<file path="config.mk">
export PLATFORM = sky130hd
export DESIGN_NAME = three_rotor_enigma_cipher
export DESIGN_NICKNAME = d
export VERILOG_FILES = /design/src/design/enigma_pkg.sv /design/src/design/enigma_front.sv /design/src/design/enigma_fifo.sv /design/src/design/enigma_back.sv /design/src/design/three_rotor_enigma_cipher.sv
export SDC_FILE = /design/constraint.sdc
export NUM_CORES = 1
export LEC_CHECK = 0
export BUFFER_PORTS_ARGS = -buffer_cell sky130_fd_sc_hd__buf_2
export CORE_ASPECT_RATIO = 0.9
export CORE_MARGIN = 2
export CORE_UTILIZATION = 55
export CTS_CLUSTER_DIAMETER = 60
export DETAILED_ROUTE_END_ITERATION = 10
export PLACE_DENSITY = 0.79
export SLEW_MARGIN = 20
export SYNTH_ARGS = -nofsm -noshare
export SYNTH_HDL_FRONTEND = slang
export SYNTH_HIERARCHICAL = 1
export SYNTH_SLANG_ARGS = --single-unit
</file>
<file path="constraint.sdc">
create_clock -name clk -period 12.4 [get_ports clk]
set_clock_uncertainty 0.05 [all_clocks]
set_input_delay 0 -clock clk [delete_from_list [all_inputs] [get_ports clk]]
set_output_delay 0 -clock clk [all_outputs]
set_load 0.005 [all_outputs]
</file>
<file path="src/design/enigma_pkg.sv">
// Types, wiring tables and modulo-26 helpers for the Enigma cipher.
package enigma_pkg;

    localparam int LETTER_W = 5;
    localparam int CFG_IDX_W = 2;

    localparam logic [LETTER_W-1:0] LETTERS = 5'd26;
    localparam logic [LETTER_W-1:0] LAST_LETTER = 5'd25;

    // Configuration register indexes
    localparam logic [CFG_IDX_W-1:0] CFG_START_LEFT = 2'd0;
    localparam logic [CFG_IDX_W-1:0] CFG_START_MIDDLE = 2'd1;
    localparam logic [CFG_IDX_W-1:0] CFG_START_RIGHT = 2'd2;

    // Reset start positions
    localparam logic [LETTER_W-1:0] RST_LEFT = 5'd2;
    localparam logic [LETTER_W-1:0] RST_MIDDLE = 5'd20;
    localparam logic [LETTER_W-1:0] RST_RIGHT = 5'd16;

    typedef logic [LETTER_W-1:0] letter_t;

    // One queued word: reduced letter plus rotor positions after stepping
    typedef struct packed {
        letter_t letter;
        letter_t pos_l;
        letter_t pos_m;
        letter_t pos_r;
    } enigma_item_t;

    // Rotor wirings, forward and inverse, and reflector B
    localparam letter_t ROT_I [26] = '{
        5'd4, 5'd10, 5'd12, 5'd5, 5'd11, 5'd6, 5'd3, 5'd16, 5'd21, 5'd25, 5'd13, 5'd19, 5'd14,
        5'd22, 5'd24, 5'd7, 5'd23, 5'd20, 5'd18, 5'd15, 5'd0, 5'd8, 5'd1, 5'd17, 5'd2, 5'd9};
    localparam letter_t ROT_II [26] = '{
        5'd0, 5'd9, 5'd3, 5'd10, 5'd18, 5'd8, 5'd17, 5'd20, 5'd23, 5'd1, 5'd11, 5'd7, 5'd22,
        5'd19, 5'd12, 5'd2, 5'd16, 5'd6, 5'd25, 5'd13, 5'd15, 5'd24, 5'd5, 5'd21, 5'd14, 5'd4};
    localparam letter_t ROT_III [26] = '{
        5'd1, 5'd3, 5'd5, 5'd7, 5'd9, 5'd11, 5'd2, 5'd15, 5'd17, 5'd19, 5'd23, 5'd21, 5'd25,
        5'd13, 5'd24, 5'd4, 5'd8, 5'd22, 5'd6, 5'd0, 5'd10, 5'd12, 5'd20, 5'd18, 5'd16, 5'd14};
    localparam letter_t INV_I [26] = '{
        5'd20, 5'd22, 5'd24, 5'd6, 5'd0, 5'd3, 5'd5, 5'd15, 5'd21, 5'd25, 5'd1, 5'd4, 5'd2,
        5'd10, 5'd12, 5'd19, 5'd7, 5'd23, 5'd18, 5'd11, 5'd17, 5'd8, 5'd13, 5'd16, 5'd14, 5'd9};
    localparam letter_t INV_II [26] = '{
        5'd0, 5'd9, 5'd15, 5'd2, 5'd25, 5'd22, 5'd17, 5'd11, 5'd5, 5'd1, 5'd3, 5'd10, 5'd14,
        5'd19, 5'd24, 5'd20, 5'd16, 5'd6, 5'd4, 5'd13, 5'd7, 5'd23, 5'd12, 5'd8, 5'd21, 5'd18};
    localparam letter_t INV_III [26] = '{
        5'd19, 5'd0, 5'd6, 5'd1, 5'd15, 5'd2, 5'd18, 5'd3, 5'd16, 5'd4, 5'd20, 5'd5, 5'd21,
        5'd13, 5'd25, 5'd7, 5'd24, 5'd8, 5'd23, 5'd9, 5'd22, 5'd11, 5'd17, 5'd10, 5'd14, 5'd12};
    localparam letter_t REFL_B [26] = '{
        5'd24, 5'd17, 5'd20, 5'd7, 5'd16, 5'd18, 5'd11, 5'd3, 5'd15, 5'd23, 5'd13, 5'd6, 5'd14,
        5'd10, 5'd12, 5'd8, 5'd4, 5'd1, 5'd5, 5'd25, 5'd2, 5'd22, 5'd21, 5'd9, 5'd0, 5'd19};

    // Reduce a 5-bit value to 0..25
    function automatic letter_t mod26(input letter_t x);
        letter_t t;
        t = x - LETTERS;
        return (x >= LETTERS) ? t : x;
    endfunction

    // Step one position with wraparound
    function automatic letter_t inc26(input letter_t x);
        letter_t t;
        t = x + 5'd1;
        return (x == LAST_LETTER) ? 5'd0 : t;
    endfunction

    // (a + b) mod 26, both in range
    function automatic letter_t add26(input letter_t a, input letter_t b);
        logic [LETTER_W:0] s;
        logic [LETTER_W:0] t;
        s = {1'b0, a} + {1'b0, b};
        t = s - {1'b0, LETTERS};
        return (s >= {1'b0, LETTERS}) ? t[LETTER_W-1:0] : s[LETTER_W-1:0];
    endfunction

    // (a - b) mod 26, both in range
    function automatic letter_t sub26(input letter_t a, input letter_t b);
        logic [LETTER_W:0] s;
        letter_t d;
        s = {1'b0, a} + {1'b0, LETTERS} - {1'b0, b};
        d = a - b;
        return (a >= b) ? d : s[LETTER_W-1:0];
    endfunction

endpackage

</file>
<file path="src/design/enigma_front.sv">
// Front end: start registers, rotor stepping and word intake.
module enigma_front
    import enigma_pkg::*;
(
    input  logic                 clk,
    input  logic                 rst_n,
    input  logic                 cfg_we,
    input  logic [CFG_IDX_W-1:0] cfg_index,
    input  letter_t              cfg_data,
    input  logic                 in_valid,
    input  letter_t              in_letter,
    input  logic                 in_start,
    input  logic                 q_full,
    output logic                 in_ready,
    output logic                 q_push,
    output enigma_item_t         q_item
);

    letter_t start_l_reg, start_m_reg, start_r_reg;
    letter_t pos_l_reg, pos_m_reg, pos_r_reg;
    letter_t pos_l_next, pos_m_next, pos_r_next;
    letter_t sl, sm, sr;
    letter_t base_l, base_m, base_r;

    assign in_ready = !q_full;
    assign q_push = in_valid && in_ready;

    // Configuration writes
    always_ff @(posedge clk or negedge rst_n)
    begin
        if (!rst_n)
        begin
            start_l_reg <= RST_LEFT;
            start_m_reg <= RST_MIDDLE;
            start_r_reg <= RST_RIGHT;
        end
        else if (cfg_we)
        begin
            case (cfg_index)
                CFG_START_LEFT:   start_l_reg <= cfg_data;
                CFG_START_MIDDLE: start_m_reg <= cfg_data;
                CFG_START_RIGHT:  start_r_reg <= cfg_data;
                default: ;
            endcase
        end
    end

    // Stepping: reload on message start, then odometer with turnover at start positions
    always_comb
    begin
        sl = mod26(start_l_reg);
        sm = mod26(start_m_reg);
        sr = mod26(start_r_reg);
        base_l = in_start ? sl : pos_l_reg;
        base_m = in_start ? sm : pos_m_reg;
        base_r = in_start ? sr : pos_r_reg;
        pos_r_next = inc26(base_r);
        pos_m_next = base_m;
        pos_l_next = base_l;
        if (pos_r_next == sr)
        begin
            pos_m_next = inc26(base_m);
            if (pos_m_next == sm)
            begin
                pos_l_next = inc26(base_l);
            end
        end
    end

    always_ff @(posedge clk or negedge rst_n)
    begin
        if (!rst_n)
        begin
            pos_l_reg <= RST_LEFT;
            pos_m_reg <= RST_MIDDLE;
            pos_r_reg <= RST_RIGHT;
        end
        else if (q_push)
        begin
            pos_l_reg <= pos_l_next;
            pos_m_reg <= pos_m_next;
            pos_r_reg <= pos_r_next;
        end
    end

    // Word handed to the queue
    always_comb
    begin
        q_item.letter = mod26(in_letter);
        q_item.pos_l = pos_l_next;
        q_item.pos_m = pos_m_next;
        q_item.pos_r = pos_r_next;
    end

endmodule

</file>
<file path="src/design/enigma_fifo.sv">
// Small register queue between the front end and the substitution pipeline.
module enigma_fifo
    import enigma_pkg::*;
#(
    parameter int DEPTH = 4
)
(
    input  logic         clk,
    input  logic         rst_n,
    input  logic         push,
    input  enigma_item_t wr_item,
    input  logic         pop,
    output enigma_item_t rd_item,
    output logic         empty,
    output logic         full
);

    localparam int PTR_W = (DEPTH > 1) ? $clog2(DEPTH) : 1;
    localparam int CNT_W = $clog2(DEPTH + 1);
    localparam logic [PTR_W-1:0] PTR_LAST = PTR_W'(DEPTH - 1);
    localparam logic [CNT_W-1:0] CNT_FULL = CNT_W'(DEPTH);

    enigma_item_t mem_reg [DEPTH];
    logic [PTR_W-1:0] head_reg, tail_reg;
    logic [CNT_W-1:0] cnt_reg;

    assign empty = (cnt_reg == '0);
    assign full = (cnt_reg == CNT_FULL);
    assign rd_item = mem_reg[head_reg];

    // Storage
    always_ff @(posedge clk)
    begin
        if (push)
        begin
            mem_reg[tail_reg] <= wr_item;
        end
    end

    // Pointers and fill count
    always_ff @(posedge clk or negedge rst_n)
    begin
        if (!rst_n)
        begin
            head_reg <= '0;
            tail_reg <= '0;
            cnt_reg <= '0;
        end
        else
        begin
            if (push)
            begin
                tail_reg <= (tail_reg == PTR_LAST) ? '0 : tail_reg + 1'b1;
            end
            if (pop)
            begin
                head_reg <= (head_reg == PTR_LAST) ? '0 : head_reg + 1'b1;
            end
            if (push && !pop)
            begin
                cnt_reg <= cnt_reg + 1'b1;
            end
            else if (pop && !push)
            begin
                cnt_reg <= cnt_reg - 1'b1;
            end
        end
    end

endmodule

</file>
<file path="src/design/enigma_back.sv">
// Back end: four-stage substitution pipeline through rotors and reflector.
module enigma_back
    import enigma_pkg::*;
(
    input  logic         clk,
    input  logic         rst_n,
    input  logic         q_empty,
    input  enigma_item_t q_item,
    output logic         q_pop,
    output logic         out_valid,
    output letter_t      out_letter,
    input  logic         out_ready
);

    // Stage registers
    logic v1_reg, v2_reg, v3_reg, vo_reg;
    letter_t b1_reg, l1_reg, m1_reg, r1_reg;
    letter_t rf2_reg, l2_reg, m2_reg, r2_reg;
    letter_t e3_reg, r3_reg;
    letter_t f_reg;

    letter_t b1_next, rf2_next, e3_next, f_next;
    letter_t a_s, c_s, d_s, inv1_s, inv2_s, inv3_s;

    logic ld1, ld2, ld3, ldo;

    // Stall chain: a stage loads when its successor is empty or moving
    assign ldo = v3_reg && (!vo_reg || out_ready);
    assign ld3 = v2_reg && (!v3_reg || ldo);
    assign ld2 = v1_reg && (!v2_reg || ld3);
    assign ld1 = !q_empty && (!v1_reg || ld2);
    assign q_pop = ld1;

    assign out_valid = vo_reg;
    assign out_letter = f_reg;

    // Stage 1: rotor III then rotor II forward
    always_comb
    begin
        a_s = ROT_III[add26(q_item.pos_r, q_item.letter)];
        b1_next = ROT_II[sub26(add26(q_item.pos_m, a_s), q_item.pos_r)];
    end

    // Stage 2: rotor I forward then reflector
    always_comb
    begin
        c_s = ROT_I[sub26(add26(l1_reg, b1_reg), m1_reg)];
        rf2_next = REFL_B[sub26(c_s, l1_reg)];
    end

    // Stage 3: rotor I and II inverse
    always_comb
    begin
        inv1_s = INV_I[add26(rf2_reg, l2_reg)];
        d_s = sub26(inv1_s, l2_reg);
        inv2_s = INV_II[add26(d_s, m2_reg)];
        e3_next = sub26(inv2_s, m2_reg);
    end

    // Stage 4: rotor III inverse into the output register
    always_comb
    begin
        inv3_s = INV_III[add26(e3_reg, r3_reg)];
        f_next = sub26(inv3_s, r3_reg);
    end

    always_ff @(posedge clk or negedge rst_n)
    begin
        if (!rst_n)
        begin
            v1_reg <= 1'b0;
            v2_reg <= 1'b0;
            v3_reg <= 1'b0;
            vo_reg <= 1'b0;
        end
        else
        begin
            if (ld1 || ld2)
            begin
                v1_reg <= ld1;
            end
            if (ld2 || ld3)
            begin
                v2_reg <= ld2;
            end
            if (ld3 || ldo)
            begin
                v3_reg <= ld3;
            end
            if (ldo || out_ready)
            begin
                vo_reg <= ldo;
            end
        end
    end

    // Payload registers
    always_ff @(posedge clk)
    begin
        if (ld1)
        begin
            b1_reg <= b1_next;
            l1_reg <= q_item.pos_l;
            m1_reg <= q_item.pos_m;
            r1_reg <= q_item.pos_r;
        end
        if (ld2)
        begin
            rf2_reg <= rf2_next;
            l2_reg <= l1_reg;
            m2_reg <= m1_reg;
            r2_reg <= r1_reg;
        end
        if (ld3)
        begin
            e3_reg <= e3_next;
            r3_reg <= r2_reg;
        end
        if (ldo)
        begin
            f_reg <= f_next;
        end
    end

endmodule

</file>
<file path="src/design/three_rotor_enigma_cipher.sv">
// An accepted word is queued, then registered in stages 1, 2 and 3 and the output register.
// Throughput: one letter per cycle unless stalled; rotors step on each accepted word
// and the four-stage substitution pipeline behind the queue takes one word a cycle.
// Output backpressure fills the pipeline and then the queue before s_tready drops.
// Reset (rst_n low, async): starts and positions 2/20/16, queue and pipeline empty.
module three_rotor_enigma_cipher
    import enigma_pkg::*;
#(
    parameter int QUEUE_DEPTH = 4
)
(
    input  logic                 clk,
    input  logic                 rst_n,
    input  logic                 cfg_we,
    input  logic [CFG_IDX_W-1:0] cfg_index,
    input  logic [LETTER_W-1:0]  cfg_data,
    input  logic                 s_tvalid,
    output logic                 s_tready,
    input  logic [7:0]           s_tdata,   // [4:0] letter_in
    input  logic                 s_tuser,   // [0] message_start
    output logic                 m_tvalid,
    input  logic                 m_tready,
    output logic [7:0]           m_tdata    // [4:0] letter_out
);

    enigma_item_t push_item, pop_item;
    logic push, pop, q_empty, q_full;
    letter_t letter_out;

    enigma_front u_front (
        .clk       (clk),
        .rst_n     (rst_n),
        .cfg_we    (cfg_we),
        .cfg_index (cfg_index),
        .cfg_data  (cfg_data),
        .in_valid  (s_tvalid),
        .in_letter (s_tdata[LETTER_W-1:0]),
        .in_start  (s_tuser),
        .q_full    (q_full),
        .in_ready  (s_tready),
        .q_push    (push),
        .q_item    (push_item)
    );

    enigma_fifo #(
        .DEPTH (QUEUE_DEPTH)
    ) u_fifo (
        .clk     (clk),
        .rst_n   (rst_n),
        .push    (push),
        .wr_item (push_item),
        .pop     (pop),
        .rd_item (pop_item),
        .empty   (q_empty),
        .full    (q_full)
    );

    enigma_back u_back (
        .clk        (clk),
        .rst_n      (rst_n),
        .q_empty    (q_empty),
        .q_item     (pop_item),
        .q_pop      (pop),
        .out_valid  (m_tvalid),
        .out_letter (letter_out),
        .out_ready  (m_tready)
    );

    assign m_tdata = {3'b000, letter_out};

endmodule

</file>
## After elaboration in Yosys (flattened, before gate mapping)

Memories as Yosys holds them, arrays and structs flattened. A register that Yosys moved wholly into a read port is not among the register bits.
Index checks and enable logic that the tools add are counted.

| word-level totals | value |
|---|---|
| flip-flop bits (word level) | 86 |
| bits in writable memories | 80 |
| bits in read-only memories | 1120 |
| bits of input ports | 21 |
| output and inout bits | 10 |
| word-level logic and storage cells | 179 |
| memories | 8 |

| operators by class | value |
|---|---|
| $add $sub $neg | 41 |
| $lt $le $gt $ge | 21 |
| eq/ne operators | 10 |
| muxes and demuxes | 41 |
| bitwise gates (word level) | 7 |
| reduce and logical (&&, ||, !) cells | 29 |

Memory list:

| name | words | bits a word | rd ports | clocked after Yosys merged registers in | write ports | RTL line | source |
|---|---|---|---|---|---|---|---|
| (no name shown) | 32 | 5 | 1 | 0 | 0 | enigma_back.sv:47 | `c_s = ROT_I[sub26(add26(l1_reg, b1_reg), m1_reg)];` |
| (no name shown) | 32 | 5 | 1 | 1 | 0 | enigma_back.sv:48 | `rf2_next = REFL_B[sub26(c_s, l1_reg)];` |
| (no name shown) | 32 | 5 | 1 | 0 | 0 | enigma_back.sv:54 | `inv1_s = INV_I[add26(rf2_reg, l2_reg)];` |
| (no name shown) | 32 | 5 | 1 | 0 | 0 | enigma_back.sv:56 | `inv2_s = INV_II[add26(d_s, m2_reg)];` |
| (no name shown) | 32 | 5 | 1 | 0 | 0 | enigma_back.sv:63 | `inv3_s = INV_III[add26(e3_reg, r3_reg)];` |
| (no name shown) | 32 | 5 | 1 | 1 | 0 | enigma_back.sv:41 | `b1_next = ROT_II[sub26(add26(q_item.pos_m, a_s), q_item.pos_r)];` |
| +2 memories | -- | -- | -- | -- | -- | -- |  |

Operator list:

| kind | number |
|---|---|
| $mux 5 | 35 |
| $sub 5x5->5 | 12 |
| $sub 5x5->5 const B | 10 |
| $not 5->6 | 7 |
| $add 5x5->6 | 6 |
| $ge 6x5->1 const B | 6 |
| $add 5x5->5 const B | 6 |
| $ge 5x5->1 | 6 |
| $ge 6x6->1 const B | 5 |
| $ge 5x5->1 const B | 4 |
| $add 5x1->5 const B | 3 |
| $eq 5x5->1 const B | 3 |
| $eq 5x5->1 | 2 |
| $logic_not 1->1 | 8 |
| $logic_or 1x1->1 | 8 |
| $logic_and 1x1->1 | 7 |
| $eq 2x2->1 const B | 3 |
| $mux 3 | 2 |
| $reduce_and 2->1 | 3 |
| $add 2x1->2 const B | 2 |
| $mux 2 | 2 |
| $add 3x1->3 const B | 1 |
| $eq 3x3->1 const B | 1 |
| $logic_not 3->1 | 1 |
| 5 further kinds | 6 |

## Depth between registers and ports, before layout

| logic depth | value |
|---|---|
| word-level depth | 20 |
| depth in mapped cells | 40 |

## Cells and area by module

The synthesis kept the hierarchy.

By module, submodules not included:

| module | times used | cells an instance | area an instance (µm²) |
|---|---|---|---|
| enigma_back | 1 | 922 | 8384.3 |
| enigma_fifo | 1 | 141 | 3305.7 |
| enigma_front | 1 | 335 | 2752.6 |
| three_rotor_enigma_cipher | 1 | 4 | 26.3 |

## Worst setup path before layout

No wires, ideal clock.

| timing path | value |
|---|---|
| path type | reg-to-reg |
| from | register u_back.l2_reg[0] |
| to | register u_back.e3_reg[4], data pin |
| arrival | 8348 ps |
| slack | 3744 ps |
| stages on the path, launching flop included | 38 |
| buffers on the path | 2 |
| period minus slack after synthesis | 8656 ps |
| cells stage by stage | edfxtp_1 -> ha_1 -> fa_1 -> buf_2 -> a21boi_1 -> o211a_1 -> maj3_2 -> o31ai_2 -> xnor2_1 -> ha_1 -> mux2i_1 -> a211oi_1 -> o22ai_1 -> ha_1 -> o21ai_1 -> a31oi_1 -> o21ai_0 -> nand2b_1 -> [2 not listed] -> inv_1 -> fa_1 -> xor2_1 -> nand2_1 -> nand3b_1 -> o311ai_1 -> xnor2_1 -> inv_2 -> ha_1 -> mux4_2 -> a2bb2oi_1 -> ha_1 -> inv_1 -> o311ai_0 -> a21o_1 -> a21o_1 -> mux2i_1 -> xnor2_1 |

| between the ends | value |
|---|---|
| longest elaborated chain between the ends | 20 |
| elaborated cells between the ends (all ways) | 26 |
| those cells by class | 10 x add/sub; 4 x order compare; 8 x mux; 2 x bitwise; 2 x memory |

RTL lines:

| item | RTL line | source |
|---|---|---|
| start, declared | enigma_back.sv:18 | `letter_t rf2_reg, l2_reg, m2_reg, r2_reg;` |
| start signal, assigned | enigma_back.sv:110 | `l2_reg <= l1_reg;` |
| $add 5x5->6 | enigma_pkg.sv:71 | `s = {1'b0, a} + {1'b0, b};` |
| $sub 5x5->5 / $ge 6x5->1 (equally long branches) | enigma_pkg.sv:72, enigma_pkg.sv:73 |  |
| $mux 5 | enigma_pkg.sv:73 | `return (s >= {1'b0, LETTERS}) ? t[LETTER_W-1:0] : s[LETTER_W-1:0];` |
| $not 5->6 (implied by the code) | enigma_back.sv:54 |  |
| $mem_v2 32x5 | -- |  |
| $mux 5 (implied by the code) (2 in series) | enigma_back.sv:54 |  |
| $add 5x5->5 | enigma_pkg.sv:80 | `s = {1'b0, a} + {1'b0, LETTERS} - {1'b0, b};` |
| $sub 5x5->5 | enigma_pkg.sv:80 |  |
| [3 not listed] | -- |  |
| $mux 5 * | enigma_pkg.sv:73 |  |
| $not 5->6 (implied by the code) * | enigma_back.sv:56 |  |
| $mem_v2 32x5 * | -- |  |
| $mux 5 (implied by the code) * (2 in series) | enigma_back.sv:56 |  |
| $add 5x5->5 | enigma_pkg.sv:80 |  |
| $sub 5x5->5 | enigma_pkg.sv:80 |  |
| $mux 5 * | enigma_pkg.sv:82 | `return (a >= b) ? d : s[LETTER_W-1:0];` |
| via u_back.e3_next[4] | enigma_back.sv:22 | `letter_t b1_next, rf2_next, e3_next, f_next;` |
| end signal, assigned | enigma_back.sv:116 | `e3_reg <= e3_next;` |
| end, declared | enigma_back.sv:19 | `letter_t e3_reg, r3_reg;` |

Mark *: on every way through the listed nets, which the timed path passes. The rest lies on a longest branch. The select of a mux whose other input is x is not followed.
A chain may end at the register's enable or synchronous reset.

## Worst setup path after layout

| timing path | value |
|---|---|
| from | register u_back.rf2_reg[0] |
| to | register u_back.e3_reg[4], data pin |

| between the ends | value |
|---|---|
| longest elaborated chain between the ends | 20 |
| elaborated cells between the ends (all ways) | 26 |
| those cells by class | 10 x add/sub; 4 x order compare; 8 x mux; 2 x bitwise; 2 x memory |

RTL lines:

| item | RTL line |
|---|---|
| start, declared | enigma_back.sv:18 |
| $add 5x5->6 * | enigma_pkg.sv:71 |
| $sub 5x5->5 / $ge 6x5->1 (equally long branches) | enigma_pkg.sv:72, enigma_pkg.sv:73 |
| $mux 5 * | enigma_pkg.sv:73 |
| $not 5->6 (implied by the code) * | enigma_back.sv:54 |
| $mem_v2 32x5 * | -- |
| $mux 5 (implied by the code) * (2 in series) | enigma_back.sv:54 |
| $add 5x5->5 | enigma_pkg.sv:80 |
| $sub 5x5->5 | enigma_pkg.sv:80 |
| [3 not listed] | -- |
| $mux 5 * | enigma_pkg.sv:73 |
| $not 5->6 (implied by the code) * | enigma_back.sv:56 |
| $mem_v2 32x5 * | -- |
| $mux 5 (implied by the code) * (2 in series) | enigma_back.sv:56 |
| $add 5x5->5 | enigma_pkg.sv:80 |
| $sub 5x5->5 | enigma_pkg.sv:80 |
| $mux 5 * | enigma_pkg.sv:82 |
| via u_back.e3_next[4] | enigma_back.sv:22 |

Marks and branches as above.

==> impl_metrics.env <==
export IMPL_outcome="complete, no violations"
export IMPL_synth_cell_types=110
export IMPL_htree_levels=4
export IMPL_worstSetupStartpointType="register"
export IMPL_grt_max_degree=42
export IMPL_fin_crit_sh_pct=79.2
export IMPL_cts_hold_buf=22
export IMPL_overflow=0
export IMPL_grt_pass1_wl_um=49300
export IMPL_worst_ep_arrival_time_ps=9960
export IMPL_max_freq_mhz=102
export IMPL_die_h_um=158
export IMPL_clkSinkCount=176
export IMPL_ys_ff_latch=176
export IMPL_finalHoldViolCount=0
export IMPL_vias=10700
export IMPL_start_util_pct=55.7
export IMPL_cts_tree="done"
export IMPL_avgViaCountPerCell=5.93
export IMPL_cts_resized=0
export IMPL_grt_pass1_vias=10400
export IMPL_fp_dieW_um=175
export IMPL_multiInputGateArea_um2=8640
export IMPL_rsz0062_at_grt="no"
export IMPL_ff2ff_setup_slack_ps=2580
export IMPL_slowest_stage="fa_1"
export IMPL_core_um2=26000
export IMPL_hpwl_um=21700
export IMPL_area_delta_synth_final_pct=8.50
export IMPL_tightest_slew_ps=1110
export IMPL_hp_class="in -> async"
export IMPL_path_delay_family="adder cells"
export IMPL_ys_top_cells_by_area="edfxtp_1, ha_1, dfrtp_1"
export IMPL_synth_top_cell_by_area="edfxtp_1"
export IMPL_row_count=56
export IMPL_drtIter0Drc=738
export IMPL_ios=31
export IMPL_clock_latency_ps=430
export IMPL_yosysSeqAreaShare_pct=35.2
export IMPL_yosysWarnings=6
export IMPL_cp_end_kind="register"
export IMPL_synthArstFlopShare_pct=23.3
export IMPL_clock_path_buffers=2
export IMPL_synth_edf_count=135
export IMPL_remaining_drc_errors=0
export IMPL_clock_root_buffer="clkbuf_16"
export IMPL_path_clk_slew_ps=70
export IMPL_crit_required_ps=12540
export IMPL_die_area_um2=27600
export IMPL_slew_viol_final=0
export IMPL_crit_buf_inv=3
export IMPL_setup_tns_ps=0
export IMPL_finalSetupViolCount=0
export IMPL_syn_area_um2=14500
export IMPL_ys_flop_type="edfxtp_1"
export IMPL_drt_wl_total_um=29600
export IMPL_layout_nets=1646
export IMPL_slew_limit_headroom_pct=25.9
export IMPL_crit_type="reg -> reg"
export IMPL_numPortBuffers=24
export IMPL_slowest_delay_ps=620
export IMPL_post_cts_buffers=0
export IMPL_routabilityCongestion=0.852
export IMPL_num_antenna_cells=0
export IMPL_ant_nets=0
export IMPL_cp_max_fo=11
export IMPL_ff_latch_area_um2=5090
export IMPL_largest_reg_flops=80
export IMPL_wl_per_cell_um=16.4
export IMPL_nFillCells=2021
export IMPL_max_cap_viol_count=0
export IMPL_syn_area_per_cell_um2=10.3
export IMPL_drive_above_1_share_pct=11.7
export IMPL_syn_instance_count=1402
export IMPL_netlist_area_leader_share_pct=28.0
export IMPL_grtUsageTotal_pct=21.9
export IMPL_crit_top_cell="ha_1"
export IMPL_antenna_found_initial=0
export IMPL_firstDrtPassIters=5
export IMPL_cts_made_buffers=17
export IMPL_fin_crit_ps=9820
## worst register-to-register path, delay by kind of cell, from the launching register on
family	cells	cell delay, ps
AO/OA/AOI/OAI	12	2560
XOR/XNOR	5	1420
adder cells (fa/ha/maj)	8	3110
buffers and inverters	3	330
flip-flops	1	390
multiplexers	3	820
AND/OR/NAND/NOR	4	900
## routing by layer
layer	vias to the layer above	GRT usage [%]	part of all wire, %
met5	-	0	0
met4	0	5.28	1.5
met3	36	3.22	4.3
met2	278	39.4	50
met1	5176	27.8	44
li1	5214	-	-
## through the flow
stage | setup WS, ps | hold WS [ps] | instance area, um2 | util [%] | instances
after floorplan | 3740 | -346 | 14500 | - | 1404
after global placement | 2840 | 160 | 14900 | 57.2 | 1749
after detailed placement | 2630 | 164 | 14900 | 57.2 | 1749
after CTS | 2610 | 49.6 | 15700 | 60.3 | 1803
after global routing | 1640 | 88.9 | 15700 | 60.4 | 1804
final | 2580 | 45.2 | 15700 | 60.4 | 1804
## final timing paths
path                                              from                            endpoint  depth (start not counted)
setup / recovery           u_back/rf2_reg[0]$_DFFE_PP_          u_back/e3_reg[4]$_DFFE_PP_                         35
min in group clk                                cfg_we  u_front/start_r_reg[2]$_DFFE_PN0P_                          3
max in group asynchronous                        rst_n    u_front/pos_r_reg[1]$_DFFE_PN0P_                          2
setup reg to reg           u_back/rf2_reg[0]$_DFFE_PP_          u_back/e3_reg[4]$_DFFE_PP_                         35
hold / removal                                   rst_n    u_front/pos_m_reg[0]$_DFFE_PN0P_                          2
hold reg to reg             u_back/r1_reg[0]$_DFFE_PP_          u_back/r2_reg[0]$_DFFE_PP_                          0
## layout by cell type, fill, tap and decap left out, types with 16 or more instances in the layout
cell,n
edfxtp_1,135
inv_1,146
mux2i_1,33
a31oi_1,18
and2_1,16
buf_2,23
xor2_1,28
xnor2_1,48
ha_1,157
a21oi_1,68
a211oi_1,18
o21a_1,18
clkbuf_16,17
a21o_1,20
nor2_1,63
mux4_2,21
nand3_1,28
nand2_1,107
o21ai_0,73
dfrtp_1,33
mux2_2,32
fa_1,25
dlygate4sd3_1,22
nor3_1,16
nand2b_1,18
## area by class of cell
| cell class | instances | area share (%) |
|---|---|---|
| Timing Repair Buffer | 50 | 2.38 |
| Inverter | 152 | 3.63 |
| Multi-Input combinational cell | 1046 | 55.1 |
| Clock inverter | 15 | 1.03 |
| Sequential cell | 176 | 32.4 |
| Clock buffer | 17 | 2.71 |
| Tap cell | 348 | 2.77 |
## cells in the mapped netlist (20+ instances only)
master	instances
ha_1	157
inv_1	146
edfxtp_1	135
nand2_1	107
o21ai_0	73
a21oi_1	69
nor2_1	63
xnor2_1	48
dfrtp_1	33
mux2i_1	33
mux2_2	32
nand3_1	28
xor2_1	28
fa_1	25
mux4_2	21
a21o_1	20
## logic make-up (layout without fill, tap and decap cells)
| kind of cell | Yosys count | count (layout) | synth area share, % |
|---|---|---|---|
| compound gates | 369 | 369 | 17.9 |
| simple gates | 321 | 321 | 10.9 |
| fa+ha+maj | 183 | 183 | 17.1 |
| buf+inv | 182 | 234 | 5.17 |
| flops | 176 | 176 | 35.2 |
| mux | 92 | 92 | 8.82 |
| xor+xnor | 78 | 78 | 4.83 |
| other cells | 1 | 3 | 0.0259 |
Power is not shown: default switching activity piles up to over one toggle a cycle in this logic, so the estimate is an artifact.
